===== config.mk =====
export PLATFORM = sky130hd
export DESIGN_NAME = prt_mul
export DESIGN_NICKNAME = d
export VERILOG_FILES = /design/src/hdl/prt_pkg.sv /design/src/hdl/prt_mul.sv
export SDC_FILE = /design/constraint.sdc
export NUM_CORES = 2
export LEC_CHECK = 0
export ABC_AREA = 1
export BUFFER_PORTS_ARGS = -buffer_cell sky130_fd_sc_hd__clkbuf_2
export CAP_MARGIN = 20
export CORE_MARGIN = 2
export CORE_UTILIZATION = 57
export DETAILED_ROUTE_END_ITERATION = 8
export PLACE_DENSITY = 0.87
export REMOVE_ABC_BUFFERS = 1
export SLEW_MARGIN = 20
export SYNTH_ARGS = -nofsm -noshare
export SYNTH_HDL_FRONTEND = slang
export SYNTH_SLANG_ARGS = --single-unit

===== constraint.sdc =====
create_clock -name aclk -period 6 [get_ports aclk]
set_clock_uncertainty 0.05 [all_clocks]
set_input_delay 0 -clock aclk [delete_from_list [all_inputs] [get_ports aclk]]
set_output_delay 0 -clock aclk [all_outputs]
set_load 0.02 [all_outputs]

===== src/hdl/prt_pkg.sv =====
// ----------------------------------------------------------------------------
// prt_pkg
// shared widths, constants and arctangent table for the point transform
// ----------------------------------------------------------------------------
package prt_pkg;

    localparam int ANGLE_W = 32;   // binary angle, full turn is 2^32
    localparam int Z_W     = 34;   // residual angle inside the cordic
    localparam int TRIG_W  = 33;   // cordic x/y, q1.30 with headroom
    localparam int FRAC_W  = 30;   // fraction bits of the trig values
    localparam int MAX_STAGES = 32;

    // 1/K in q1.30, preloaded so the cordic result needs no gain fix-up
    localparam logic signed [TRIG_W-1:0] GAIN_INV   = 33'sd652032874;
    // eighth of a turn, beyond it the angle is folded by half a turn
    localparam logic signed [Z_W-1:0]    FOLD_LIMIT = 34'sd536870912;
    localparam logic signed [Z_W-1:0]    HALF_TURN  = 34'sd2147483648;

    // round(atan(2^-i) * 2^32 / (2*pi))
    localparam logic [29:0] ATAN_TAB [MAX_STAGES] = '{
        30'd536870912, 30'd316933406, 30'd167458907, 30'd85004756,
        30'd42667331,  30'd21354465,  30'd10679838,  30'd5340245,
        30'd2670163,   30'd1335087,   30'd667544,    30'd333772,
        30'd166886,    30'd83443,     30'd41722,     30'd20861,
        30'd10430,     30'd5215,      30'd2608,      30'd1304,
        30'd652,       30'd326,       30'd163,       30'd81,
        30'd41,        30'd20,        30'd10,        30'd5,
        30'd3,         30'd1,         30'd1,         30'd0
    };

    function automatic logic signed [Z_W-1:0] atan_entry(input logic [4:0] idx);
        atan_entry = $signed({{(Z_W-30){1'b0}}, ATAN_TAB[idx]});
    endfunction

endpackage


===== src/hdl/prt_mul.sv =====
// ----------------------------------------------------------------------------
// prt_mul
// four-stage signed multiply by a q1.30 value, rounded half away from zero
// ----------------------------------------------------------------------------
module prt_mul #(
    parameter int AW = 33
) (
    input  logic                                        aclk,
    input  logic                                        en,
    input  logic signed [AW-1:0]                        a,
    input  logic signed [prt_pkg::TRIG_W-1:0]           b,
    output logic signed [AW+prt_pkg::TRIG_W-prt_pkg::FRAC_W:0] p
);
    import prt_pkg::*;

    localparam int BW     = TRIG_W;
    localparam int LO_W   = (AW + 1) / 2;
    localparam int HI_W   = AW - LO_W;
    localparam int FULL_W = AW + BW;
    localparam int MW     = FULL_W - FRAC_W;
    localparam logic [FULL_W-1:0] ROUND_HALF = FULL_W'(1) << (FRAC_W - 1);

    logic [FULL_W-1:0] full_sum;

    logic              neg1_reg, neg2_reg, neg3_reg;
    logic [AW-1:0]     ua_reg;
    logic [BW-1:0]     ub_reg;
    logic [LO_W+BW-1:0] pp_lo_reg;
    logic [HI_W+BW-1:0] pp_hi_reg;
    logic [MW-1:0]     mag_reg;
    logic signed [MW:0] p_reg;

    // operands split in two so no single multiplier grows past 17x33 at the default width
    assign full_sum = {pp_hi_reg, {LO_W{1'b0}}} + FULL_W'(pp_lo_reg) + ROUND_HALF;

    always_ff @(posedge aclk) begin
        if (en) begin
            // magnitudes
            neg1_reg  <= a[AW-1] ^ b[BW-1];
            ua_reg    <= a[AW-1] ? AW'(-a) : AW'(a);
            ub_reg    <= b[BW-1] ? BW'(-b) : BW'(b);
            // partial products
            neg2_reg  <= neg1_reg;
            pp_lo_reg <= ua_reg[LO_W-1:0] * ub_reg;
            pp_hi_reg <= ua_reg[AW-1:LO_W] * ub_reg;
            // recombine and round
            neg3_reg  <= neg2_reg;
            mag_reg   <= full_sum[FULL_W-1:FRAC_W];
            // restore sign
            p_reg     <= neg3_reg ? -$signed({1'b0, mag_reg}) : $signed({1'b0, mag_reg});
        end
    end

    assign p = p_reg;

endmodule


==> impl_metrics.env <==
export IMPL_area_growth_syn_to_layout_pct=14.3
export IMPL_rrSetupSlack_ns=-0.009
export IMPL_status="complete, but fails checks"
export IMPL_final_hold_viol_count=0
export IMPL_cts_buffers=26
export IMPL_avgViaCountPerCell=5.55
export IMPL_grt_pass1_wl_um=234000
export IMPL_post_route_period_util=1.00
export IMPL_required_ns=6.28
export IMPL_numPortBuffers=104
export IMPL_fin_ws_ns=-0.00903
export IMPL_path_class="flop to flop"
export IMPL_crit_arrival_ns=6.29
export IMPL_setup_violations=1
export IMPL_tightest_slew_ns=0.862
export IMPL_firstDrtPassIters=7
export IMPL_postRouteWirelength_um=155000
export IMPL_hp_class="input pin to flop"
export IMPL_die_x_um=299
export IMPL_fmax_mhz=166
export IMPL_root_buffer="clkbuf_16"
export IMPL_crit_path_end="pp_hi_reg[31]"
export IMPL_htree_levels=1
export IMPL_drt_iter0_markers=4149
export IMPL_finalNetCount=7988
export IMPL_worst_path_max_fanout=25
export IMPL_drv_cap=0
export IMPL_dieArea_um2=89100
export IMPL_maxSlewViolCount=0
export IMPL_grtUsageTotal=0.332
export IMPL_gr_total_overflow=0
export IMPL_grt_pass1_vias=45800
export IMPL_row_count=108
export IMPL_slowest_delay_ns=0.55
export IMPL_ys_warn_count=0
export IMPL_ant_nets=0
export IMPL_holdWs_ns=0.0719
export IMPL_path_cells="buf_12 -> nand2_1 -> inv_1 -> fa_1 -> inv_1 -> fa_1 -> inv_1 -> fa_1 -> fa_1 -> inv_1 -> fa_1 -> fa_1 -> inv_1 -> ha_1 -> nand2_1 -> o21ai_0 -> inv_1 -> nand2_1 -> o21bai_1 -> inv_1 -> nand3_1 -> nand2_1"
export IMPL_clockBufferDepth=3
export IMPL_cts_tree="yes"
export IMPL_cp_startpoint="ua_reg[21]"
export IMPL_clock_latency_ns=0.61
export IMPL_cts_sinks=224
export IMPL_synth_area_per_cell_um2=7.65
export IMPL_violations="setup timing"
export IMPL_postSynth_asyncResetShare=0
export IMPL_ys_ff_latch=224
export IMPL_cp_common_cell="inv_1"
export IMPL_initial_core_util=0.573
export IMPL_die_h_um=299
export IMPL_dp_hpwl_um=116000
export IMPL_rsz0062_at_grt="true"
export IMPL_ys_seq_area_frac=0.136
export IMPL_period_needed_ns=6.01
export IMPL_crit_path_top_delay_cell="fa_1"
export IMPL_worstSetupStartpointType="flop"
export IMPL_routedWlPerCell_um=19.6
export IMPL_clkTransAtPathRegs_ns=0.07
export IMPL_grt_max_degree=140
export IMPL_place_congestion=0.981
export IMPL_relSlewSlack=0.426
export IMPL_drive_gt1_frac=0.114
export IMPL_critPathCaptureType="flop"
export IMPL_rr_endpoint="pp_hi_reg[31]"
export IMPL_num_vias=43800
export IMPL_ff2ff_path_depth=22
export IMPL_coreArea_um2=86300
export IMPL_r2r_start="ua_reg[21]"
export IMPL_synth_main_ff_cell="edfxtp_1"
export IMPL_ios=105
export IMPL_largest_reg_flops=49
export IMPL_synth_edf_count=224
export IMPL_syn_cell_area_um2=49400
export IMPL_drc=0
export IMPL_ys_types=47
export IMPL_antenna_found_initial=3
export IMPL_syn_inst=6462
[routing by layer]
layer  wire length [µm]  GRT usage
met4              11300      0.163
met2              69800      0.545
met5                 12          0
met1              54900      0.420
met3              18700     0.0709
[worst max-delay path: cells and delay by family, from the launching register on]
| kind | cells | cell delay [ns] |
|---|---|---|
| buf+inv | 8 | 0.78 |
| simple gates | 5 | 0.56 |
| fa+ha+maj | 7 | 3.39 |
| flops | 1 | 0.47 |
| compound gates | 2 | 0.48 |
[layout make-up]
class / count / area (µm²)
diodes: 1 / 2.50
clock buffers: 30 / 666
clock inverters: 18 / 240
fillers: 6630 / 29900
inverters: 1784 / 6700
multi-input cells: 4182 / 36100
flip-flops and latches: 224 / 6730
well taps: 1155 / 1450
repair buffers: 498 / 4630
[per-stage QoR]
step           worst slack [ns]  cell area [µm²]   TNS, ns  std cells   util
6_report               -0.00903            56500  -0.00903       7892  0.654
5_1_grt                  -0.151            56500     -2.19       7891  0.654
4_1_cts                 0.00795            54700         0       7835  0.633
3_5_place_dp            -0.0513            52600    -0.358       7677  0.610
3_3_place_gp           -0.00162            52600  -0.00162       7677  0.610
2_1_floorplan             0.224            48400         0       6190      -
[synthesized netlist by cell type, types with 4 or more instances]
| cell type | instances | share of area |
|---|---|---|
| a21boi_0 | 6 | 0.00091 |
| fa_1 | 894 | 0.36 |
| ha_1 | 310 | 0.078 |
| nor3_1 | 36 | 0.0036 |
| nor3_2 | 10 | 0.0020 |
| nand3_1 | 153 | 0.015 |
| edfxtp_1 | 224 | 0.14 |
| and3_1 | 4 | 0.00051 |
| a31oi_1 | 5 | 0.00063 |
| nand2_1 | 1803 | 0.14 |
| clkbuf_1 | 267 | 0.020 |
| a21o_1 | 7 | 0.0011 |
| nand4_1 | 54 | 0.0068 |
| o31ai_1 | 4 | 0.00061 |
| xor2_1 | 115 | 0.020 |
| nor2_2 | 22 | 0.0028 |
| o21ai_1 | 33 | 0.0033 |
| xnor2_1 | 37 | 0.0066 |
| o21a_1 | 9 | 0.0014 |
| nor4_1 | 7 | 0.00089 |
| nand2_2 | 8 | 0.0010 |
| nand3b_1 | 7 | 0.0011 |
| inv_1 | 1740 | 0.13 |
| o21ai_0 | 90 | 0.0091 |
| o21bai_1 | 18 | 0.0027 |
| inv_2 | 44 | 0.0033 |
| nor2_1 | 341 | 0.026 |
| a21oi_1 | 181 | 0.018 |
[cells in the final DEF, fill, tap and decap left out, types with 7 or more instances in the layout]
| cell | count |
|---|---|
| nand2_1 | 1760 |
| inv_1 | 1738 |
| fa_1 | 889 |
| nor2_1 | 279 |
| ha_1 | 271 |
| edfxtp_1 | 224 |
| buf_4 | 216 |
| nand3_1 | 149 |
| a21oi_1 | 135 |
| xor2_1 | 113 |
| clkbuf_2 | 103 |
| dlygate4sd3_1 | 102 |
| o21ai_0 | 72 |
| nor2_2 | 60 |
| nand4_1 | 54 |
| nand2_2 | 50 |
| a21oi_2 | 46 |
| inv_2 | 46 |
| buf_12 | 46 |
| clkbuf_16 | 40 |
| o21ai_1 | 37 |
| xnor2_1 | 36 |
| nor3_1 | 30 |
| nor2_4 | 27 |
| ha_4 | 26 |
| o21bai_1 | 17 |
| o21ai_2 | 16 |
| nor3_2 | 14 |
| ha_2 | 13 |
| buf_6 | 13 |
| o21a_1 | 9 |
| a21o_1 | 7 |
| nand3b_1 | 7 |
| nand3_2 | 7 |
[cell families (layout without fill, tap and decap cells)]
kind of cell,count (synthesis),in the layout,synth area share
adder cells (fa/ha/maj),1204,1204,0.440
flip-flops,224,224,0.136
XOR/XNOR,153,153,0.0273
AO/OA/AOI/OAI,362,362,0.0396
other,0,1,0
buffers and inverters,2056,2330,0.156
AND/OR/NAND/NOR,2463,2463,0.200
[worst min path at each step]
stage	to	cells after the start	from	slack, ns
after floorplan	ua_reg[0]	0	a[0]	0.05
after global placement	ua_reg[0]	1	a[0]	0.16
after detailed placement	ua_reg[0]	1	a[0]	0.16
after CTS	ua_reg[4]	3	a[32]	0.02
after global routing	ua_reg[0]	2	a[0]	0.09
final	ua_reg[3]	3	a[32]	0.07
[repair_timing]
action                                  4_1_cts  5_1_grt
cloned                                        0       14
setup buffers                                 8       42
pin swaps                                     0       39
hold buffers                                102        0
endpoints found under the hold margin       151        0
endpoints found under the setup margin       23       66
gates resized for setup                       1      312
Power is not shown: default switching activity piles up to over one toggle a cycle in this logic, so the estimate is an artifact.
