===== config.mk =====
export PLATFORM = sky130hd
export DESIGN_NAME = prt_outbuf
export DESIGN_NICKNAME = d
export VERILOG_FILES = /design/src/hdl/prt_outbuf.sv
export SDC_FILE = /design/constraint.sdc
export NUM_CORES = 1
export LEC_CHECK = 0
export BUFFER_PORTS_ARGS = -buffer_cell sky130_fd_sc_hd__buf_2
export CORE_MARGIN = 4
export CORE_UTILIZATION = 50
export CTS_CLUSTER_DIAMETER = 150
export DETAILED_ROUTE_END_ITERATION = 8
export PLACE_DENSITY = 0.75
export SETUP_SLACK_MARGIN = 0.2
export SKIP_CTS_REPAIR_TIMING = 1
export SKIP_LAST_GASP = 1
export SYNTH_ARGS = -nofsm -noshare
export SYNTH_HDL_FRONTEND = slang
export SYNTH_SLANG_ARGS = --single-unit
export TNS_END_PERCENT = 1

===== constraint.sdc =====
create_clock -name aclk -period 6.5 [get_ports aclk]
set_input_delay 1.3 -clock aclk [delete_from_list [all_inputs] [get_ports aclk]]
set_output_delay 1.3 -clock aclk [all_outputs]
set_load 0.03 [all_outputs]

===== src/hdl/prt_outbuf.sv =====
// ----------------------------------------------------------------------------
// prt_outbuf
// two-entry output buffer, decouples pipeline advance from m_tready
// ----------------------------------------------------------------------------
module prt_outbuf #(
    parameter int W = 72
) (
    input  logic         aclk,
    input  logic         aresetn,
    input  logic         in_valid,
    input  logic [W-1:0] in_data,
    output logic         in_ready,
    output logic         m_tvalid,
    input  logic         m_tready,
    output logic [W-1:0] m_tdata
);
    logic         head_valid_reg, skid_valid_reg;
    logic [W-1:0] head_data_reg, skid_data_reg;
    logic         push, pop;

    assign in_ready = ~skid_valid_reg;
    assign push     = in_valid & in_ready;
    assign pop      = head_valid_reg & m_tready;

    always_ff @(posedge aclk) begin
        if (!aresetn) begin
            head_valid_reg <= 1'b0;
            skid_valid_reg <= 1'b0;
        end else if (pop) begin
            if (skid_valid_reg) begin
                head_valid_reg <= 1'b1;
                skid_valid_reg <= 1'b0;
            end else begin
                head_valid_reg <= push;
            end
        end else if (push) begin
            if (!head_valid_reg) begin
                head_valid_reg <= 1'b1;
            end else begin
                skid_valid_reg <= 1'b1;
            end
        end
    end

    always_ff @(posedge aclk) begin
        if (pop) begin
            if (skid_valid_reg) begin
                head_data_reg <= skid_data_reg;
            end else if (push) begin
                head_data_reg <= in_data;
            end
        end else if (push) begin
            if (!head_valid_reg) begin
                head_data_reg <= in_data;
            end else begin
                skid_data_reg <= in_data;
            end
        end
    end

    assign m_tvalid = head_valid_reg;
    assign m_tdata  = head_data_reg;

`ifndef SYNTHESIS
    a_skid_needs_head: assert property (@(posedge aclk) disable iff (!aresetn)
        skid_valid_reg |-> head_valid_reg)
        else $error("skid entry held without a head entry");

    a_skid_fill_cause: assert property (@(posedge aclk) disable iff (!aresetn)
        $rose(skid_valid_reg) |-> $past(push) && !$past(pop))
        else $error("skid entry filled without a stalled push");

    a_stall_catches_beat: assert property (@(posedge aclk) disable iff (!aresetn)
        head_valid_reg && !m_tready && !skid_valid_reg && in_valid |=> skid_valid_reg)
        else $error("beat dropped while output stalled");
`endif

endmodule


==> impl_metrics.env, run 1 <==
export IMPL_synth_seq_cells=146
export IMPL_hold_class="register to register"
export IMPL_drc=0
export IMPL_p_sw_mw=0.479
export IMPL_die_area_mm2=0.0125
export IMPL_slew_headroom=0.261
export IMPL_final_cell_mix="buf_2, edfxtp_1, mux2_2"
export IMPL_die_x_um=112
export IMPL_cellLeakagePower_nw=2.62
export IMPL_regArea_mm2=0.00436
export IMPL_grt_max_degree=73
export IMPL_grt_pass1_wl_um=15500
export IMPL_routed_wl_um=9560
export IMPL_multi_input_area_um2=921
export IMPL_synth_area_per_cell_um2=22.5
export IMPL_critPathMaxFanout=72
export IMPL_syn_inst=239
export IMPL_cts_buffers=17
export IMPL_timing_final_crit_share=0.409
export IMPL_layout_commonest_cell="buf_2"
export IMPL_pwr_share_seq=0.483
export IMPL_rsz0062_at_grt="no"
export IMPL_grt_overflow_total=0
export IMPL_final_max_slew_viol_count=0
export IMPL_required_ns=6.75
export IMPL_finalSetupViolations=0
export IMPL_via_count=2736
export IMPL_cp_arrival_ns=2.91
export IMPL_vdd_drop_max_v=0.000172
export IMPL_fmaxAchievable_ghz=0.376
export IMPL_hold_violations=0
export IMPL_dr_pass1_iters=4
export IMPL_ys_seq_area_frac=0.812
export IMPL_synth_area_mm2=0.00537
export IMPL_antenna_left=0
export IMPL_drt_initial_drc_count=115
export IMPL_cts_num_sinks=146
export IMPL_place_congestion=0.705
export IMPL_timing_setup_tns_ns=0
export IMPL_p_int_mw=1.81
export IMPL_path_class="input port to register"
export IMPL_coreArea_mm2=0.0104
export IMPL_power_mw=2.29
export IMPL_cap_violations=0
export IMPL_grt_pass1_vias=2988
export IMPL_track_usage=0.162
export IMPL_grt_antenna_before_repair=0
export IMPL_layout_drive_gt1_share=0.610
export IMPL_min_period_ns=2.66
export IMPL_swShare=0.209
export IMPL_yosysWarnings=0
export IMPL_ctsRootBufferMaster="clkbuf_8"
export IMPL_r2r_cells=2
export IMPL_cts_tree="yes"
export IMPL_status="completed"
export IMPL_htreeDepth=4
export IMPL_clk_pin_slew_ns=0.06
export IMPL_final_nets=477
export IMPL_power_density_mw_per_mm2=335
export IMPL_clockBufferDepth=2
export IMPL_via_per_inst=4.98
export IMPL_p_comb_frac=0.082
export IMPL_postSynthNetCount=315
export IMPL_wire_per_inst_um=17.4
export IMPL_ios=150
export IMPL_area_growth_pct=27.1
export IMPL_clock_latency_ns=0.51
export IMPL_hpwl_um=6140
export IMPL_rows=37
export IMPL_die_h_um=112
export IMPL_tightestPinTransition_ns=1.11
export IMPL_initial_core_util=0.516
export IMPL_crit_path_end_kind="register"
export IMPL_synth_cell_types=14
export IMPL_fillers=781
export IMPL_fin_skew_ns=0.00628
export IMPL_hold_depth=1
export IMPL_start_kind="input port"
export IMPL_pwr_share_clk=0.435
export IMPL_antenna_cells=0
export IMPL_port_buffers=149
[cell usage after synthesis, drive strengths merged]
library cell,count,area share
nor2b,1,0.0012
mux2,72,0.16
o21ai,1,0.00093
nand3,1,0.0033
a21oi,2,0.0019
nor2,1,0.00070
dfxtp,2,0.0075
edfxtp,144,0.80
clkbuf,7,0.018
a21boi,1,0.0014
nand2,4,0.0028
inv,2,0.0014
and3,1,0.0012
[cells by family after synthesis]
group / share of synthesized area
AND/OR/NAND/NOR: 0.00908
buffers and inverters: 0.0193
AO/OA/AOI/OAI: 0.00419
multiplexers: 0.155
flip-flops: 0.812
[metrics by stage]
step                      worst slack, ns   util  hold slack (ns)  cell area, µm²  std cells
after global placement               3.35  0.597            0.529            6220        518
after global routing                 3.76  0.655            0.559            6830        549
final                                3.84  0.655            0.544            6830        549
after floorplan                      1.12      -            0.525            5370        239
after detailed placement             3.29  0.597            0.538            6220        518
after CTS                            3.85  0.655            0.548            6830        549
[power by group through the flow]
stage	Clock, mW	Sequential [mW]	Combinational (mW)
after global routing	1.07	1.11	0.201
final	0.995	1.11	0.188
after global placement	0	1.12	0.186
after detailed placement	0	1.13	0.190
after CTS	1.02	1.11	0.191
after floorplan	0	1.20	0.0457
[worst max-delay path: stages]
cell     delay, ns
buf_2         0.14
nand3_4       0.78
mux2_2        0.62
[path summary, 6_finish.rpt]
path                                        start          end  slack (ns)
worst min-delay path            skid_data_reg[28]  m_tdata[28]        0.54
worst max register to register           m_tvalid  m_tdata[33]        4.26
worst max-delay path                     m_tready  m_tdata[33]        3.84
worst min register to register  skid_data_reg[28]  m_tdata[28]        0.54
[per-layer routing]
metal / vias to the layer above / share of wire / global-route usage
li1: 1282 / - / -
met1: 1339 / 0.41 / 0.198
met2: 105 / 0.51 / 0.261
met3: 10 / 0.071 / 0.0609
met4: 0 / 0.014 / 0.0689
met5: - / 0 / 0
[layout make-up]
class	count	share of cell area
clock inverter	12	0.0277
sequential	146	0.639
multi-input combinational	84	0.135
tap	136	0.0249
clock buffer	19	0.0618
timing repair buffer	150	0.110
inverter	2	0.00110
No activity file was read; power rests on OpenSTA's default activity.
==> run 2: changes to the inputs <==
- CORE_UTILIZATION: 50 -> 47
- PLACE_DENSITY: 0.75 -> 0.74
- clock period: 6.5 -> 2.2 ns (I/O delays scaled with it)
==> impl_metrics.env, run 2 (synthesis results as in run 1) <==
export IMPL_drt_initial_drc_count=140
export IMPL_via_count=2780
export IMPL_power_density_mw_per_mm2=979
export IMPL_wl_met2_um=4720
export IMPL_via_per_inst=5.00
export IMPL_timing_final_crit_share=0.700
export IMPL_die_x_um=115
export IMPL_clock_latency_ns=0.40
export IMPL_antenna_cells=0
export IMPL_htreeDepth=4
export IMPL_max_stage_delay_ns=0.39
export IMPL_swShare=0.217
export IMPL_fin_skew_ns=0.00605
export IMPL_vdd_drop_max_v=0.000443
export IMPL_path_buf_inv=1
export IMPL_final_cell_mix="buf_2, edfxtp_1, mux2_2"
export IMPL_grt_pass1_vias=2961
export IMPL_routedLengthMet1_um=4040
export IMPL_ios=150
export IMPL_dp_cells=526
export IMPL_cts_tree="yes"
export IMPL_hpwl_um=6460
export IMPL_cellLeakagePower_nw=2.65
export IMPL_design_area_mm2=0.00691
export IMPL_cp_arrival_ns=1.59
export IMPL_grt_pass1_wl_um=15400
export IMPL_grt_max_degree=73
export IMPL_hold_class="input port to register"
export IMPL_whs_ns=0.219
export IMPL_dr_pass1_iters=4
export IMPL_layout_commonest_cell="buf_2"
export IMPL_port_buffers=149
export IMPL_initial_core_util=0.487
export IMPL_final_cells=556
export IMPL_final_nets=481
export IMPL_die_area_mm2=0.0132
export IMPL_status="completed"
export IMPL_routed_wl_um=9830
export IMPL_p_sw_mw=1.47
export IMPL_clk_pin_slew_ns=0.06
export IMPL_hold_violations=0
export IMPL_antenna_left=0
export IMPL_place_area_mm2=0.00632
export IMPL_coreArea_mm2=0.0110
export IMPL_grt_overflow_total=0
export IMPL_cp_top_family="simple AND/OR/NAND/NOR gates"
export IMPL_final_max_slew_viol_count=0
export IMPL_fin_util=0.627
export IMPL_p_comb_frac=0.085
export IMPL_clockBufferDepth=2
export IMPL_timing_setup_tns_ns=0
export IMPL_rsz0062_at_grt="no"
export IMPL_path_class="register to register"
export IMPL_required_ns=2.25
export IMPL_die_h_um=115
export IMPL_drc=0
export IMPL_routed_wl_met3_um=893
export IMPL_track_usage=0.155
export IMPL_cap_violations=0
export IMPL_wire_per_inst_um=17.7
export IMPL_p_int_mw=5.30
export IMPL_crit_chain="nor2b_4 -> and3_4 -> buf_4"
export IMPL_highest_layer="met4"
export IMPL_tightestPinTransition_ns=0.433
export IMPL_crit_path_end_kind="register"
export IMPL_finalSetupViolations=0
export IMPL_slowest_stage="dfxtp_4"
export IMPL_min_period_ns=1.54
export IMPL_fmaxAchievable_ghz=0.650
export IMPL_slew_headroom=0.712
export IMPL_pwr_share_seq=0.482
export IMPL_place_congestion=0.727
export IMPL_grt_antenna_before_repair=0
export IMPL_critPathMaxFanout=33
export IMPL_cts_num_sinks=146
export IMPL_pwr_share_clk=0.433
export IMPL_ctsRootBufferMaster="clkbuf_16"
export IMPL_cts_buffers=17
export IMPL_start_kind="register"
export IMPL_layout_drive_gt1_share=0.625
export IMPL_rows=38
export IMPL_area_growth_pct=28.7
[run 2: cell types whose count changed in the layout (fill, tap and decap cells not counted), sizes merged]
cell,delta
clkinv,-2
inv,+2
buf,+4
bufinv,-1
[run 2: layout make-up]
| cell class | instances | area, µm² |
|---|---|---|
| sequential | 146 | 4370 |
| fill | 812 | 4120 |
| multi-input combinational | 84 | 938 |
| timing repair buffer | 154 | 821 |
| clock buffer | 19 | 433 |
| tap | 140 | 175 |
| clock inverter | 11 | 161 |
| inverter | 2 | 12.5 |
[run 2: through the flow]
stage | total power [mW] | setup slack (ns)
after global placement | 3.89 | 0.499
after detailed placement | 3.90 | 0.470
after CTS | 6.84 | 0.653
after global routing | 7.00 | 0.585
after floorplan | 3.67 | 0.0392
final | 6.77 | 0.661
[run 2: power groups by stage]
stage	clock network (mW)	registers (mW)	logic (mW)
after floorplan	0	3.53	0.141
after global placement	0	3.32	0.566
after detailed placement	0	3.32	0.579
after CTS	2.99	3.27	0.581
after global routing	3.11	3.28	0.610
final	2.93	3.26	0.572
[run 2: worst paths after layout]
kind	startpoint	end	slack, ns	cells after the start
setup / recovery	m_tvalid	skid_data_reg[3]	0.66	3
hold / removal	in_data[17]	skid_data_reg[17]	0.22	1
hold reg to reg	skid_data_reg[31]	m_tdata[31]	0.54	1
setup reg to reg	m_tvalid	skid_data_reg[3]	0.66	3
[run 2: routing by layer]
layer	vias up	global-route usage
met5	-	0
met4	0	0.0696
met3	16	0.0616
met2	114	0.243
met1	1367	0.191
li1	1283	-
==> run 3: changes to the inputs <==
- ABC_AREA: not set -> 1
- clock period: 2.2 -> 1.3 ns (I/O delays scaled with it)
==> impl_metrics.env, run 3 <==
export IMPL_rows=38
export IMPL_clock_latency_ns=0.40
export IMPL_synth_area_mm2=0.00543
export IMPL_synth_cell_types=13
export IMPL_final_nets=641
export IMPL_netlist_area_leader_share=0.796
export IMPL_timing_final_crit_share=1.01
export IMPL_die_area_mm2=0.0133
export IMPL_cellLeakagePower_nw=3.04
export IMPL_drc=0
export IMPL_ys_seq_area_frac=0.803
export IMPL_ios=150
export IMPL_place_area_mm2=0.00642
export IMPL_grt_overflow_total=0
export IMPL_yosysWarnings=0
export IMPL_initial_core_util=0.490
export IMPL_synth_seq_cells=146
export IMPL_synth_flop_cell="edfxtp_1"
export IMPL_synthArstFlopShare=0
export IMPL_antenna_left=0
export IMPL_area_growth_pct=31.7
export IMPL_finalSetupViolations=27
export IMPL_die_x_um=116
export IMPL_min_period_ns=1.32
export IMPL_reg2reg_slack_ns=-0.02
export IMPL_ctsRootBufferMaster="clkbuf_16"
export IMPL_path_class="register to register"
export IMPL_final_cells=719
export IMPL_place_congestion=0.761
export IMPL_hold_class="input port to register"
export IMPL_start_kind="register"
export IMPL_hold_violations=0
export IMPL_crit_path_end_kind="register"
export IMPL_synth_top_cell_by_area="edfxtp_1"
export IMPL_finalWorstSetupSlack_ns=-0.0176
export IMPL_final_cell_mix="nand2_1, buf_2, edfxtp_1"
export IMPL_required_ns=1.41
export IMPL_synth_area_top_cells="edfxtp_1, nand2_1, buf_6"
export IMPL_rsz0062_at_grt="yes"
export IMPL_layout_drive_gt1_share=0.375
export IMPL_htreeDepth=4
export IMPL_whs_ns=0.0448
export IMPL_grt_max_degree=43
export IMPL_final_max_slew_viol_count=0
export IMPL_cap_violations=0
export IMPL_coreArea_mm2=0.0111
export IMPL_synth_edf_count=144
export IMPL_layout_commonest_cell="nand2_1"
export IMPL_wire_per_inst_um=15.2
export IMPL_power_mw=11.4
export IMPL_slew_headroom=0.827
export IMPL_drt_initial_drc_count=162
export IMPL_clk_pin_slew_ns=0.06
export IMPL_grt_pass1_vias=3291
export IMPL_via_count=3362
export IMPL_fin_skew_ns=0.00665
export IMPL_dp_cells=681
export IMPL_routed_wl_um=10900
export IMPL_track_usage=0.162
export IMPL_power_density_mw_per_mm2=1590
export IMPL_vdd_drop_max_v=0.000839
export IMPL_cp_arrival_ns=1.43
export IMPL_grt_pass1_wl_um=16100
export IMPL_hpwl_um=7410
export IMPL_yosys_top_cells_count="nand2_1, edfxtp_1, buf_6"
export IMPL_synth_area_per_cell_um2=13.9
export IMPL_grt_antenna_before_repair=1
export IMPL_fillers=855
export IMPL_status="finished, violations left"
export IMPL_tightestPinTransition_ns=0.259
export IMPL_critPathMaxFanout=13
export IMPL_fmaxAchievable_ghz=0.759
export IMPL_cts_tree="yes"
export IMPL_clockBufferDepth=2
export IMPL_postSynthNetCount=468
export IMPL_port_buffers=149
export IMPL_dr_pass1_iters=4
export IMPL_cts_num_sinks=146
export IMPL_syn_inst=392
export IMPL_die_h_um=116
export IMPL_design_area_mm2=0.00716
export IMPL_yosysMostFrequentCell="nand2_1"
export IMPL_cts_buffers=17
export IMPL_violations="negative setup slack"
export IMPL_via_per_inst=4.68
-- run 3: cell types whose count changed in the layout (fill, tap and decap cells not counted), sizes merged, moves of 2 or more --
cell	change
buf	+12
nand2	+217
mux2	-72
clkbuf	+2
clkinvlp	+5
-- run 3: critical path, stage by stage (launching register included) --
cell and delay, ns:
dfxtp_4 0.36, nand2_2 0.11, a21boi_4 0.21, buf_12 0.17
clkbuf_16 0.18
-- run 3: final timing paths --
path / start / end / cells after the start
worst max-delay path: m_tvalid / m_tdata[52] / 4
worst min-delay path: in_data[3] / skid_data_reg[3] / 1
worst max register to register: m_tvalid / m_tdata[52] / 4
worst min register to register: skid_data_reg[37] / m_tdata[37] / 2
-- run 3: area by class of cell --
class                      count  area, µm²  share of cell area
timing repair buffer         169       1070               0.149
tap                          140        175              0.0245
clock buffer                  18        429              0.0600
sequential                   146       4370               0.611
multi-input combinational    227        926               0.129
clock inverter                14        165              0.0231
inverter                       4       20.0             0.00280
antenna                        1       2.50            0.000350
-- run 3: power breakdown --
part | switching, mW | internal [mW]
sequential | 0.0678 | 5.45
combinational | 0.694 | 0.368
clock | 1.81 | 3.00
total | 2.57 | 8.82
-- run 3: cells by family after synthesis --
logic type | synth area share
AOI/OAI and AO/OA | 0.00230
buffers and inverters | 0.0329
DFF | 0.803
and+or+nand+nor | 0.161
-- run 3: metrics by stage --
step / setup WS (ns) / utilization / TNS (ns)
floorplan: -1.02 / - / -130.81
finish: -0.0176 / 0.646 / -0.195
detailed placement: -0.143 / 0.580 / -9.89
global route: -0.0476 / 0.646 / -2.04
global placement: -0.146 / 0.580 / -9.87
CTS: -0.0706 / 0.634 / -3.31
-- run 3: per-layer routing --
layer / part of all wire / track usage
met1: 0.38 / 0.178
met3: 0.057 / 0.0444
met5: 0 / 0
met2: 0.53 / 0.285
met4: 0.025 / 0.0884
