==> src/hdl/prt_pkg.sv <==
// ----------------------------------------------------------------------------
// prt_pkg
// shared widths, constants and arctangent table for the point transform
// ----------------------------------------------------------------------------
package prt_pkg;

    localparam int ANGLE_W = 32;   // binary angle, full turn is 2^32
    localparam int Z_W     = 34;   // residual angle inside the cordic
    localparam int TRIG_W  = 33;   // cordic x/y, q1.30 with headroom
    localparam int FRAC_W  = 30;   // fraction bits of the trig values
    localparam int MAX_STAGES = 32;

    // 1/K in q1.30, preloaded so the cordic result needs no gain fix-up
    localparam logic signed [TRIG_W-1:0] GAIN_INV   = 33'sd652032874;
    // eighth of a turn, beyond it the angle is folded by half a turn
    localparam logic signed [Z_W-1:0]    FOLD_LIMIT = 34'sd536870912;
    localparam logic signed [Z_W-1:0]    HALF_TURN  = 34'sd2147483648;

    // round(atan(2^-i) * 2^32 / (2*pi))
    localparam logic [29:0] ATAN_TAB [MAX_STAGES] = '{
        30'd536870912, 30'd316933406, 30'd167458907, 30'd85004756,
        30'd42667331,  30'd21354465,  30'd10679838,  30'd5340245,
        30'd2670163,   30'd1335087,   30'd667544,    30'd333772,
        30'd166886,    30'd83443,     30'd41722,     30'd20861,
        30'd10430,     30'd5215,      30'd2608,      30'd1304,
        30'd652,       30'd326,       30'd163,       30'd81,
        30'd41,        30'd20,        30'd10,        30'd5,
        30'd3,         30'd1,         30'd1,         30'd0
    };

    function automatic logic signed [Z_W-1:0] atan_entry(input logic [4:0] idx);
        atan_entry = $signed({{(Z_W-30){1'b0}}, ATAN_TAB[idx]});
    endfunction

endpackage

==> src/hdl/prt_cstage.sv <==
// ----------------------------------------------------------------------------
// prt_cstage
// one registered cordic micro-rotation, carries the point data alongside
// ----------------------------------------------------------------------------
module prt_cstage #(
    parameter int CW    = 32,
    parameter int STAGE = 0
) (
    input  logic                              aclk,
    input  logic                              aresetn,
    input  logic                              en,
    input  logic                              in_valid,
    input  logic signed [prt_pkg::TRIG_W-1:0] in_x,
    input  logic signed [prt_pkg::TRIG_W-1:0] in_y,
    input  logic signed [prt_pkg::Z_W-1:0]    in_z,
    input  logic signed [CW:0]                in_sx,
    input  logic signed [CW:0]                in_sy,
    input  logic signed [CW-1:0]              in_px,
    input  logic signed [CW-1:0]              in_py,
    output logic                              out_valid,
    output logic signed [prt_pkg::TRIG_W-1:0] out_x,
    output logic signed [prt_pkg::TRIG_W-1:0] out_y,
    output logic signed [prt_pkg::Z_W-1:0]    out_z,
    output logic signed [CW:0]                out_sx,
    output logic signed [CW:0]                out_sy,
    output logic signed [CW-1:0]              out_px,
    output logic signed [CW-1:0]              out_py
);
    import prt_pkg::*;

    localparam logic signed [Z_W-1:0] ATAN_I = atan_entry(5'(STAGE));

    logic signed [TRIG_W-1:0] dx, dy;
    logic                     pos;
    logic signed [TRIG_W-1:0] x_next, y_next;
    logic signed [Z_W-1:0]    z_next;

    logic                     valid_reg;
    logic signed [TRIG_W-1:0] x_reg, y_reg;
    logic signed [Z_W-1:0]    z_reg;
    logic signed [CW:0]       sx_reg, sy_reg;
    logic signed [CW-1:0]     px_reg, py_reg;

    assign dx  = in_y >>> STAGE;
    assign dy  = in_x >>> STAGE;
    assign pos = ~in_z[Z_W-1];

    always_comb begin
        if (pos) begin
            x_next = in_x - dx;
            y_next = in_y + dy;
            z_next = in_z - ATAN_I;
        end else begin
            x_next = in_x + dx;
            y_next = in_y - dy;
            z_next = in_z + ATAN_I;
        end
    end

    always_ff @(posedge aclk) begin
        if (!aresetn) begin
            valid_reg <= 1'b0;
        end else if (en) begin
            valid_reg <= in_valid;
        end
    end

    always_ff @(posedge aclk) begin
        if (en) begin
            x_reg  <= x_next;
            y_reg  <= y_next;
            z_reg  <= z_next;
            sx_reg <= in_sx;
            sy_reg <= in_sy;
            px_reg <= in_px;
            py_reg <= in_py;
        end
    end

    assign out_valid = valid_reg;
    assign out_x     = x_reg;
    assign out_y     = y_reg;
    assign out_z     = z_reg;
    assign out_sx    = sx_reg;
    assign out_sy    = sy_reg;
    assign out_px    = px_reg;
    assign out_py    = py_reg;

endmodule

==> config.mk <==
export PLATFORM = sky130hd
export DESIGN_NAME = prt_cstage
export DESIGN_NICKNAME = d
export VERILOG_FILES = /design/src/hdl/prt_pkg.sv /design/src/hdl/prt_cstage.sv
export SDC_FILE = /design/constraint.sdc
export NUM_CORES = 1
export LEC_CHECK = 0
export ABC_AREA = 1
export ABC_CLOCK_PERIOD_IN_PS = 6700
export BUFFER_PORTS_ARGS = -buffer_cell sky130_fd_sc_hd__buf_2
export CORE_AREA = 2 2 180 182
export DETAILED_ROUTE_END_ITERATION = 8
export DIE_AREA = 0 0 182 184
export PLACE_DENSITY_LB_ADDON = 0.05
export REMOVE_ABC_BUFFERS = 1
export SYNTH_ARGS = -nofsm -noshare
export SYNTH_HDL_FRONTEND = slang
export SYNTH_SLANG_ARGS = --single-unit
==> constraint.sdc <==
create_clock -name aclk -period 6.7 [get_ports aclk]
set_clock_uncertainty 0.2 [all_clocks]
set_input_delay 0.67 -clock aclk [delete_from_list [all_inputs] [get_ports aclk]]
set_output_delay 0.67 -clock aclk [all_outputs]
set_load 0.05 [all_outputs]
==> reports/qor.json, run 1 <==
{
  "floorplanning": {
    "die-area_um2": 33490,
    "die_w_um": 182,
    "floorplan.initialDensity_pct": 46.58,
    "design.core.area_um2": 31390,
    "row_count": 65,
    "die_ht_um": 184,
    "io_pins": 465
  },
  "cts": {
    "buffers_from_clock_root_to_sink_at_most": 3,
    "cts.repair_timing.setup_buffer_count": 0,
    "cts_inserted_buffers": 26,
    "clkLatencyLatePin_ps": 540,
    "path_clk_slew_ps": 60,
    "cts.sink_count": 230,
    "cts.root.buffer_cell": "clkbuf_16",
    "htreeDepth": 1,
    "tritoncts": "built",
    "post_cts_resize_count": 0,
    "post_cts_hold_buffer_count": 0
  },
  "power": {
    "power.ir.vdd_worst_uv": 169.9,
    "pwr_density_cell_nw_per_um2": 261.1,
    "finalPower_mw": 4.726,
    "leakage_nw": 9.377
  },
  "worst_hold_path": {
    "hold_path_depth": 1,
    "timing.hold.worst.start": "in_py[13]",
    "min-delay-path-class": "input pin to flop",
    "holdPathEnd": "out_py[13]$_DFFE_PP_"
  },
  "setup_path": {
    "r2r-end": "out_valid$_SDFFE_PN0P_",
    "reg2regPathDepth": 2,
    "path_max_fanout": 10,
    "path_cells": "buf_2 -> inv_1 -> ha_1 -> inv_1 -> nand2_1 -> nor2_1 -> nand2_1 -> nor3_1 -> nand2_1 -> nand2_1 -> nand2_1 -> nand3_1 -> nand2_1",
    "crit_arrival_ps": 2750,
    "max_stage_delay_on_crit_path_ps": 460,
    "worstPathBufferInverterCount": 3,
    "critical_path_startpoint_category": "input pin",
    "regToRegStartpoint": "out_valid$_SDFFE_PN0P_",
    "critical-path-slowest-cell": "ha_1",
    "critPathKind": "input pin to flop",
    "crit_family": "simple AND/OR/NAND/NOR gates",
    "timing.critical_path.to_type": "flop",
    "reg2reg_slack_ps": 5820,
    "cp.depth": 13,
    "critical_path_required_ps": 6790,
    "critPathMostFrequentCell": "nand2_1"
  },
  "cells_and_area": {
    "filler_cell_count": 2923,
    "mostFrequentLayoutCells": "nand2_1, buf_2, inv_1",
    "most_common_cell_after_layout_fill_and_taps_aside": "nand2_1",
    "final_net_count": 2614,
    "final_core_utilization_pct": 57.67,
    "share_of_final_layout_standard_cells_stronger_than_drive_strength_1_pct": 22.67,
    "syn2layout_area_growth_pct": 23.80
  },
  "sta": {
    "rsz0062_at_grt": "false",
    "max_slew.worst_pin.slew_ps": 890.3,
    "final.min_clock_period_ps": 2656,
    "layout_worst_path_cycle_share_pct": 39.64,
    "max_freq_mhz": 376.5,
    "hold_violations": 0,
    "finalSetupTns_ps": 0,
    "max_slew_headroom_at_the_worst_pin_pct": 40.65,
    "final_max_slew_viol_count": 0,
    "report.final.setup_viol": 0
  },
  "flow_run": {
    "number_of_max_cap_violations": 0
  },
  "global_route": {
    "gr-total-overflow": 0,
    "groute.usage.overall_pct": 31.06,
    "grt_pass1_vias": 13095,
    "antenna_found_initial": 3,
    "grt_first_pass_wirelength_um": 78340,
    "largest_net_degree_at_the_start_of_global_routing": 116
  },
  "drt": {
    "drt-pass1-iter-count": 8,
    "routed_via_density": 5.107,
    "drt-wirelength-per-cell_um": 19.89,
    "ant_nets": 0,
    "vias": 13747,
    "finalWirelength_um": 53540,
    "initialDrtViolationCount": 1204,
    "detail_route.drc_violations": 0
  },
  "logic_synthesis": {
    "sequential_area_share_after_synthesis_pct": 47.16,
    "syn-mean-instance-area_um2": 8.052,
    "cell_type_contributing_the_most_total_cell_area_after_synthesis": "edfxtp_1",
    "synth.top_cell.area_share_pct": 47.03,
    "postSynthRegisterBits": 230,
    "netlist_top_cells_area": "edfxtp_1, nand2_1, ha_1, inv_1, nand3_1",
    "mapped_area_um2": 14620,
    "netlist_instances": 1816,
    "synth.distinct_cells": 33,
    "ys_warn_count": 0
  },
  "placement": {
    "dp_hpwl_um": 44030,
    "buffer_ports.inserted": 464,
    "place_congestion": 0.9261
  },
  "outcome": {
    "run_status": "finished clean"
  }
}
## stage by stage
step	hold WS, ps	setup slack (ps)	instance area (um2)	std cells
3_3_place_gp	325.3	3517	17240	2643
3_5_place_dp	343.8	3546	17240	2643
2_1_floorplan	553.5	3860	14370	1773
5_1_grt	93.44	3841	18100	2692
4_1_cts	84.89	4103	18100	2691
6_report	99.75	4044	18100	2692
## kinds of logic (layout without fill, tap and decap cells)
group	count (synthesis)	count (layout)	share of synthesized area [%]
and+or+nand+nor	913	913	25.24
buffers and inverters	364	837	9.943
DFF	230	230	47.16
AOI/OAI and AO/OA	171	171	6.323
adders and majority gates	111	111	9.703
xor gates and xnor gates	26	26	1.557
muxes	1	1	0.06845
other	0	1	0
## synthesized netlist by cell type (all sizes together)
library cell  count
dfxtp             1
nand3           145
nor3              6
inv             321
o22ai             8
nand2           584
clkbuf            8
xor2             26
o31ai             2
fa                4
or2               3
nand4            13
a21oi            74
buf              35
mux2i             1
nor2            155
o21ai            66
ha              107
o21bai           15
and2              7
edfxtp          229
o211ai            4
a31oi             2
## layout make-up
type	instances	area, um2	area share [%]
Tap cell	402	503.0	2.778
Clock buffer	33	698.2	3.857
Clock inverter	15	163.9	0.9054
Inverter	321	1205	6.656
Multi-Input combinational cell	1222	6272	34.65
Sequential cell	230	6897	38.10
Timing Repair Buffer	468	2362	13.05
Antenna cell	1	2.502	0.01382
## how the worst max path moves through the flow
| stage | from | endpoint | slack, ps |
|---|---|---|---|
| final | in_x[20] | out_x[29]$_DFFE_PP_ | 4040 |
| after global routing | in_x[6] | out_y[21]$_DFFE_PP_ | 3840 |
| after CTS | in_x[17] | out_y[27]$_DFFE_PP_ | 4100 |
| after detailed placement | in_y[0] | out_y[24]$_DFFE_PP_ | 3550 |
| after global placement | in_x[17] | out_y[27]$_DFFE_PP_ | 3520 |
| after floorplan | in_z[33] | out_z[32]$_DFFE_PP_ | 3860 |
## power by group
group	leakage, nW	switching (mW)	internal [mW]
Sequential	2.25	0.0392	1.75
Clock	0.419	0.594	0.857
Combinational	6.71	1.13	0.348
## flip-flops by register name, indices dropped and copies added, names as in the netlist
signal	cells
out_sy	33
out_sx	33
out_px	32
out_z	34
out_x	33
out_py	32
out_valid	1
out_y	32
## metal layers
metal / GRT usage [%] / up-vias / part of all wire (%)
li1: - / 6688 / -
met1: 41.40 / 6406 / 43
met2: 51.85 / 557 / 46
met3: 5.646 / 92 / 7.5
met4: 9.161 / 4 / 3.2
met5: 0 / - / 0.043
Power figures use the tool's default switching activity.
==> run 2: changes to the inputs <==
Settings changed: ABC_CLOCK_PERIOD_IN_PS 6700 to 2500, CORE_AREA 2 2 180 182 to 2 2 181 183, DIE_AREA 0 0 182 184 to 0 0 183 185.
Clock period 6.7 ns to 2.5 ns, I/O delays scaled along.
==> run 2 against run 1 <==
  * First-iteration DRC count rose by 5.6%
  * Wire length is 8.6% higher
  * Via count grew 10%
  * Final cell count up 13%
  * Utilization grew 8.3 points
  * Critical path type unchanged
==> reports/qor.json, run 2 (synthesis gave the netlist of run 1 again) <==
{
  "outcome": {
    "run_status": "finished clean"
  },
  "power": {
    "pwr_density_cell": {"value": 630.5, "unit": "nW/um2", "change": "+140%"},
    "leakage": {"value": 10.93, "unit": "nW", "change": "+17%"},
    "power.ir.vdd_worst": {"value": 458.2, "unit": "uV", "change": "+170%"}
  },
  "placement": {
    "buffer_ports.inserted": {"value": 464, "change": "unchanged"},
    "place_congestion": {"value": 0.9698, "change": "+4.7%"},
    "dp_hpwl": {"value": 44620, "unit": "um", "change": "+1.3%"},
    "place.detailed.instances": {"value": 2819, "change": "+6.7%"},
    "dpl-instance-area": {"value": 18610, "unit": "um2", "change": "+8.0%"},
    "pre_cts_slack": {"value": -117.7, "unit": "ps", "change": "-3664 ps"}
  },
  "sta": {
    "max_freq_mhz": 489.3,
    "layout_worst_path_cycle_share_pct": 81.75,
    "rsz0062_at_grt": "false",
    "final.min_clock_period_ps": 2044,
    "report.final.setup_viol": {"value": 0, "change": "unchanged"},
    "hold_violations": {"value": 0, "change": "unchanged"},
    "max_slew_headroom_at_the_worst_pin": {"value": 66.58, "unit": "%", "change": "+26 points"},
    "max_slew.worst_pin.slew": {"value": 496.0, "unit": "ps", "change": "-394.3 ps"},
    "final_max_slew_viol_count": {"value": 0, "change": "unchanged"},
    "final_critical_path_setup_slack": {"value": 456.2, "unit": "ps", "change": "-3588 ps"}
  },
  "floorplanning": {
    "die-area": {"value": 33860, "unit": "um2", "change": "+1.1%"},
    "row_count": {"value": 66, "change": "+1.5%"},
    "io_pins": {"value": 465, "change": "unchanged"},
    "floorplan.initialDensity": {"value": 45.64, "unit": "%", "change": "-0.94 points"},
    "design.core.area": {"value": 32040, "unit": "um2", "change": "+2.1%"},
    "die_w": {"value": 183, "unit": "um", "change": "+0.55%"},
    "die_ht": {"value": 185, "unit": "um", "change": "+0.54%"}
  },
  "cells_and_area": {
    "share_of_final_layout_standard_cells_stronger_than_drive_strength_1": {"value": 26.26, "unit": "%", "change": "+3.6 points"},
    "final_cell_count_no_fill": {"value": 3032, "change": "+13%"},
    "fin_area": {"value": 21150, "unit": "um2", "change": "+17%"},
    "final_net_count": {"value": 2950, "change": "+13%"},
    "mostFrequentLayoutCells": "nand2_1, buf_2, inv_1",
    "most_common_cell_after_layout_fill_and_taps_aside": "nand2_1",
    "syn2layout_area_growth_pct": 44.61,
    "filler_cell_count": {"value": 2687, "change": "-8.1%"},
    "n_antenna_cell": {"value": 0, "change": "-1"},
    "flip_flop_count_of_the_largest_register_all_copies_and_words_added": {"value": 34, "change": "unchanged"}
  },
  "setup_path": {
    "path_cells": "buf_2 -> inv_1 -> ha_1 -> fa_1 -> o21ai_1 -> nand2_1 -> nand2_1 -> nand2_1 -> nand2_1 -> nand2_1 -> nand2_1 -> nand2_1 -> nand3_1 -> nand2_1",
    "critPathKind": "input pin to flop",
    "critPathMostFrequentCell": "nand2_1",
    "critical_path_startpoint_category": "input pin",
    "timing.critical_path.to_type": "flop",
    "critical_path_required": {"value": 2600, "unit": "ps", "change": "-4190 ps"},
    "critical-path-slowest-cell": "fa_1",
    "crit_arrival": {"value": 2150, "unit": "ps", "change": "-600 ps"},
    "path_max_fanout": {"value": 4, "change": "-6"},
    "max_stage_delay_on_crit_path": {"value": 490, "unit": "ps", "change": "+30 ps"}
  },
  "cts": {
    "cts.repair_timing.setup_buffer_count": {"value": 0, "change": "unchanged"},
    "cts.root.buffer_cell": "clkbuf_16",
    "cts.sink_count": {"value": 230, "change": "unchanged"},
    "tritoncts": "built",
    "cts_inserted_buffers": {"value": 26, "change": "unchanged"},
    "htreeDepth": {"value": 1, "change": "unchanged"},
    "path_clk_slew": {"value": 60, "unit": "ps", "change": "about the same"},
    "buffers_from_clock_root_to_sink_at_most": {"value": 3, "change": "unchanged"},
    "post_cts_hold_buffer_count": {"value": 166, "change": "+166"},
    "clkLatencyLatePin": {"value": 540, "unit": "ps", "change": "about the same"},
    "post_cts_resize_count": {"value": 0, "change": "unchanged"}
  },
  "drt": {
    "initialDrtViolationCount": {"value": 1272, "change": "+5.6%"},
    "drt-pass1-iter-count": {"value": 6, "change": "-2"},
    "vias": {"value": 15138, "change": "+10%"},
    "routed_via_density": {"value": 4.993, "change": "-2.2%"},
    "ant_nets": {"value": 0, "change": "unchanged"},
    "finalWirelength": {"value": 58120, "unit": "um", "change": "+8.6%"},
    "detail_route.drc_violations": {"value": 0, "change": "unchanged"},
    "drt-wirelength-per-cell": {"value": 19.17, "unit": "um", "change": "-3.6%"}
  },
  "global_route": {
    "largest_net_degree_at_the_start_of_global_routing": {"value": 62, "change": "-47%"},
    "grt_util_met3": {"value": 4.817, "unit": "%", "change": "-0.83 points"},
    "antenna_found_initial": {"value": 0, "change": "-3"},
    "globalRoute.busiestLayer": "met2",
    "gr-total-overflow": {"value": 0, "change": "unchanged"},
    "grt_first_pass_wirelength": {"value": 85350, "unit": "um", "change": "+8.9%"},
    "groute.usage.overall": {"value": 33.53, "unit": "%", "change": "+2.5 points"},
    "groute.layer.met2.usage": {"value": 55.26, "unit": "%", "change": "+3.4 points"},
    "groute.layer.met1.usage": {"value": 44.17, "unit": "%", "change": "+2.8 points"},
    "grt_pass1_vias": {"value": 14882, "change": "+14%"}
  },
  "worst_hold_path": {
    "min-delay-path-class": "input pin to flop"
  },
  "flow_run": {
    "number_of_max_cap_violations": {"value": 0, "change": "unchanged"}
  }
}
==> run 2: layout make-up <==
cell class | count | area (um2) | area share, %
timing repair buffer | 804 | 5388 | 25.48
clock buffer | 32 | 704.4 | 3.331
tap | 408 | 510.5 | 2.414
sequential | 230 | 6897 | 32.62
multi-input combinational | 1222 | 6272 | 29.66
clock inverter | 15 | 168.9 | 0.7988
inverter | 321 | 1205 | 5.698
==> run 2: stage by stage <==
step	utilization [%]	power [mW]	hold slack (ps)	setup TNS [ps]
2_1_floorplan	-	7.520	143.5	0
3_3_place_gp	58.08	9.148	226.8	-386.3
3_5_place_dp	58.08	9.166	228.1	-776.7
4_1_cts	66.00	13.31	8.900	0
5_1_grt	66.00	13.87	33.42	0
6_report	66.00	13.33	29.52	0
==> run 2: worst paths after layout <==
check                                             from                endpoint  slack (ps)  cells past startpoint
worst max-delay path                           in_x[0]     out_x[32]$_DFFE_PP_         460                     14
worst min-delay path                          in_z[31]     out_z[31]$_DFFE_PP_          30                      3
worst max register to register  out_valid$_SDFFE_PN0P_  out_valid$_SDFFE_PN0P_        1010                      3
worst min register to register  out_valid$_SDFFE_PN0P_  out_valid$_SDFFE_PN0P_         980                      3
==> run 2: report_power, final <==
| part | internal (mW) | switching [mW] |
|---|---|---|
| Sequential | 4.70 | 0.118 |
| Combinational | 1.40 | 3.17 |
| Clock | 2.32 | 1.62 |
==> run 2: layer usage <==
layer / part of all wire [%] / vias up
li1: - / 7355
met1: 42 / 6999
met2: 46 / 658
met3: 7.0 / 126
met4: 4.9 / 0
met5: 0 / -
==> run 2: worst max-delay path: cells and delay by family <==
kind,cells,cell delay (ps)
adder cells (fa/ha/maj),2,710
AO/OA/AOI/OAI,1,260
buffers and inverters,2,150
AND/OR/NAND/NOR,9,770
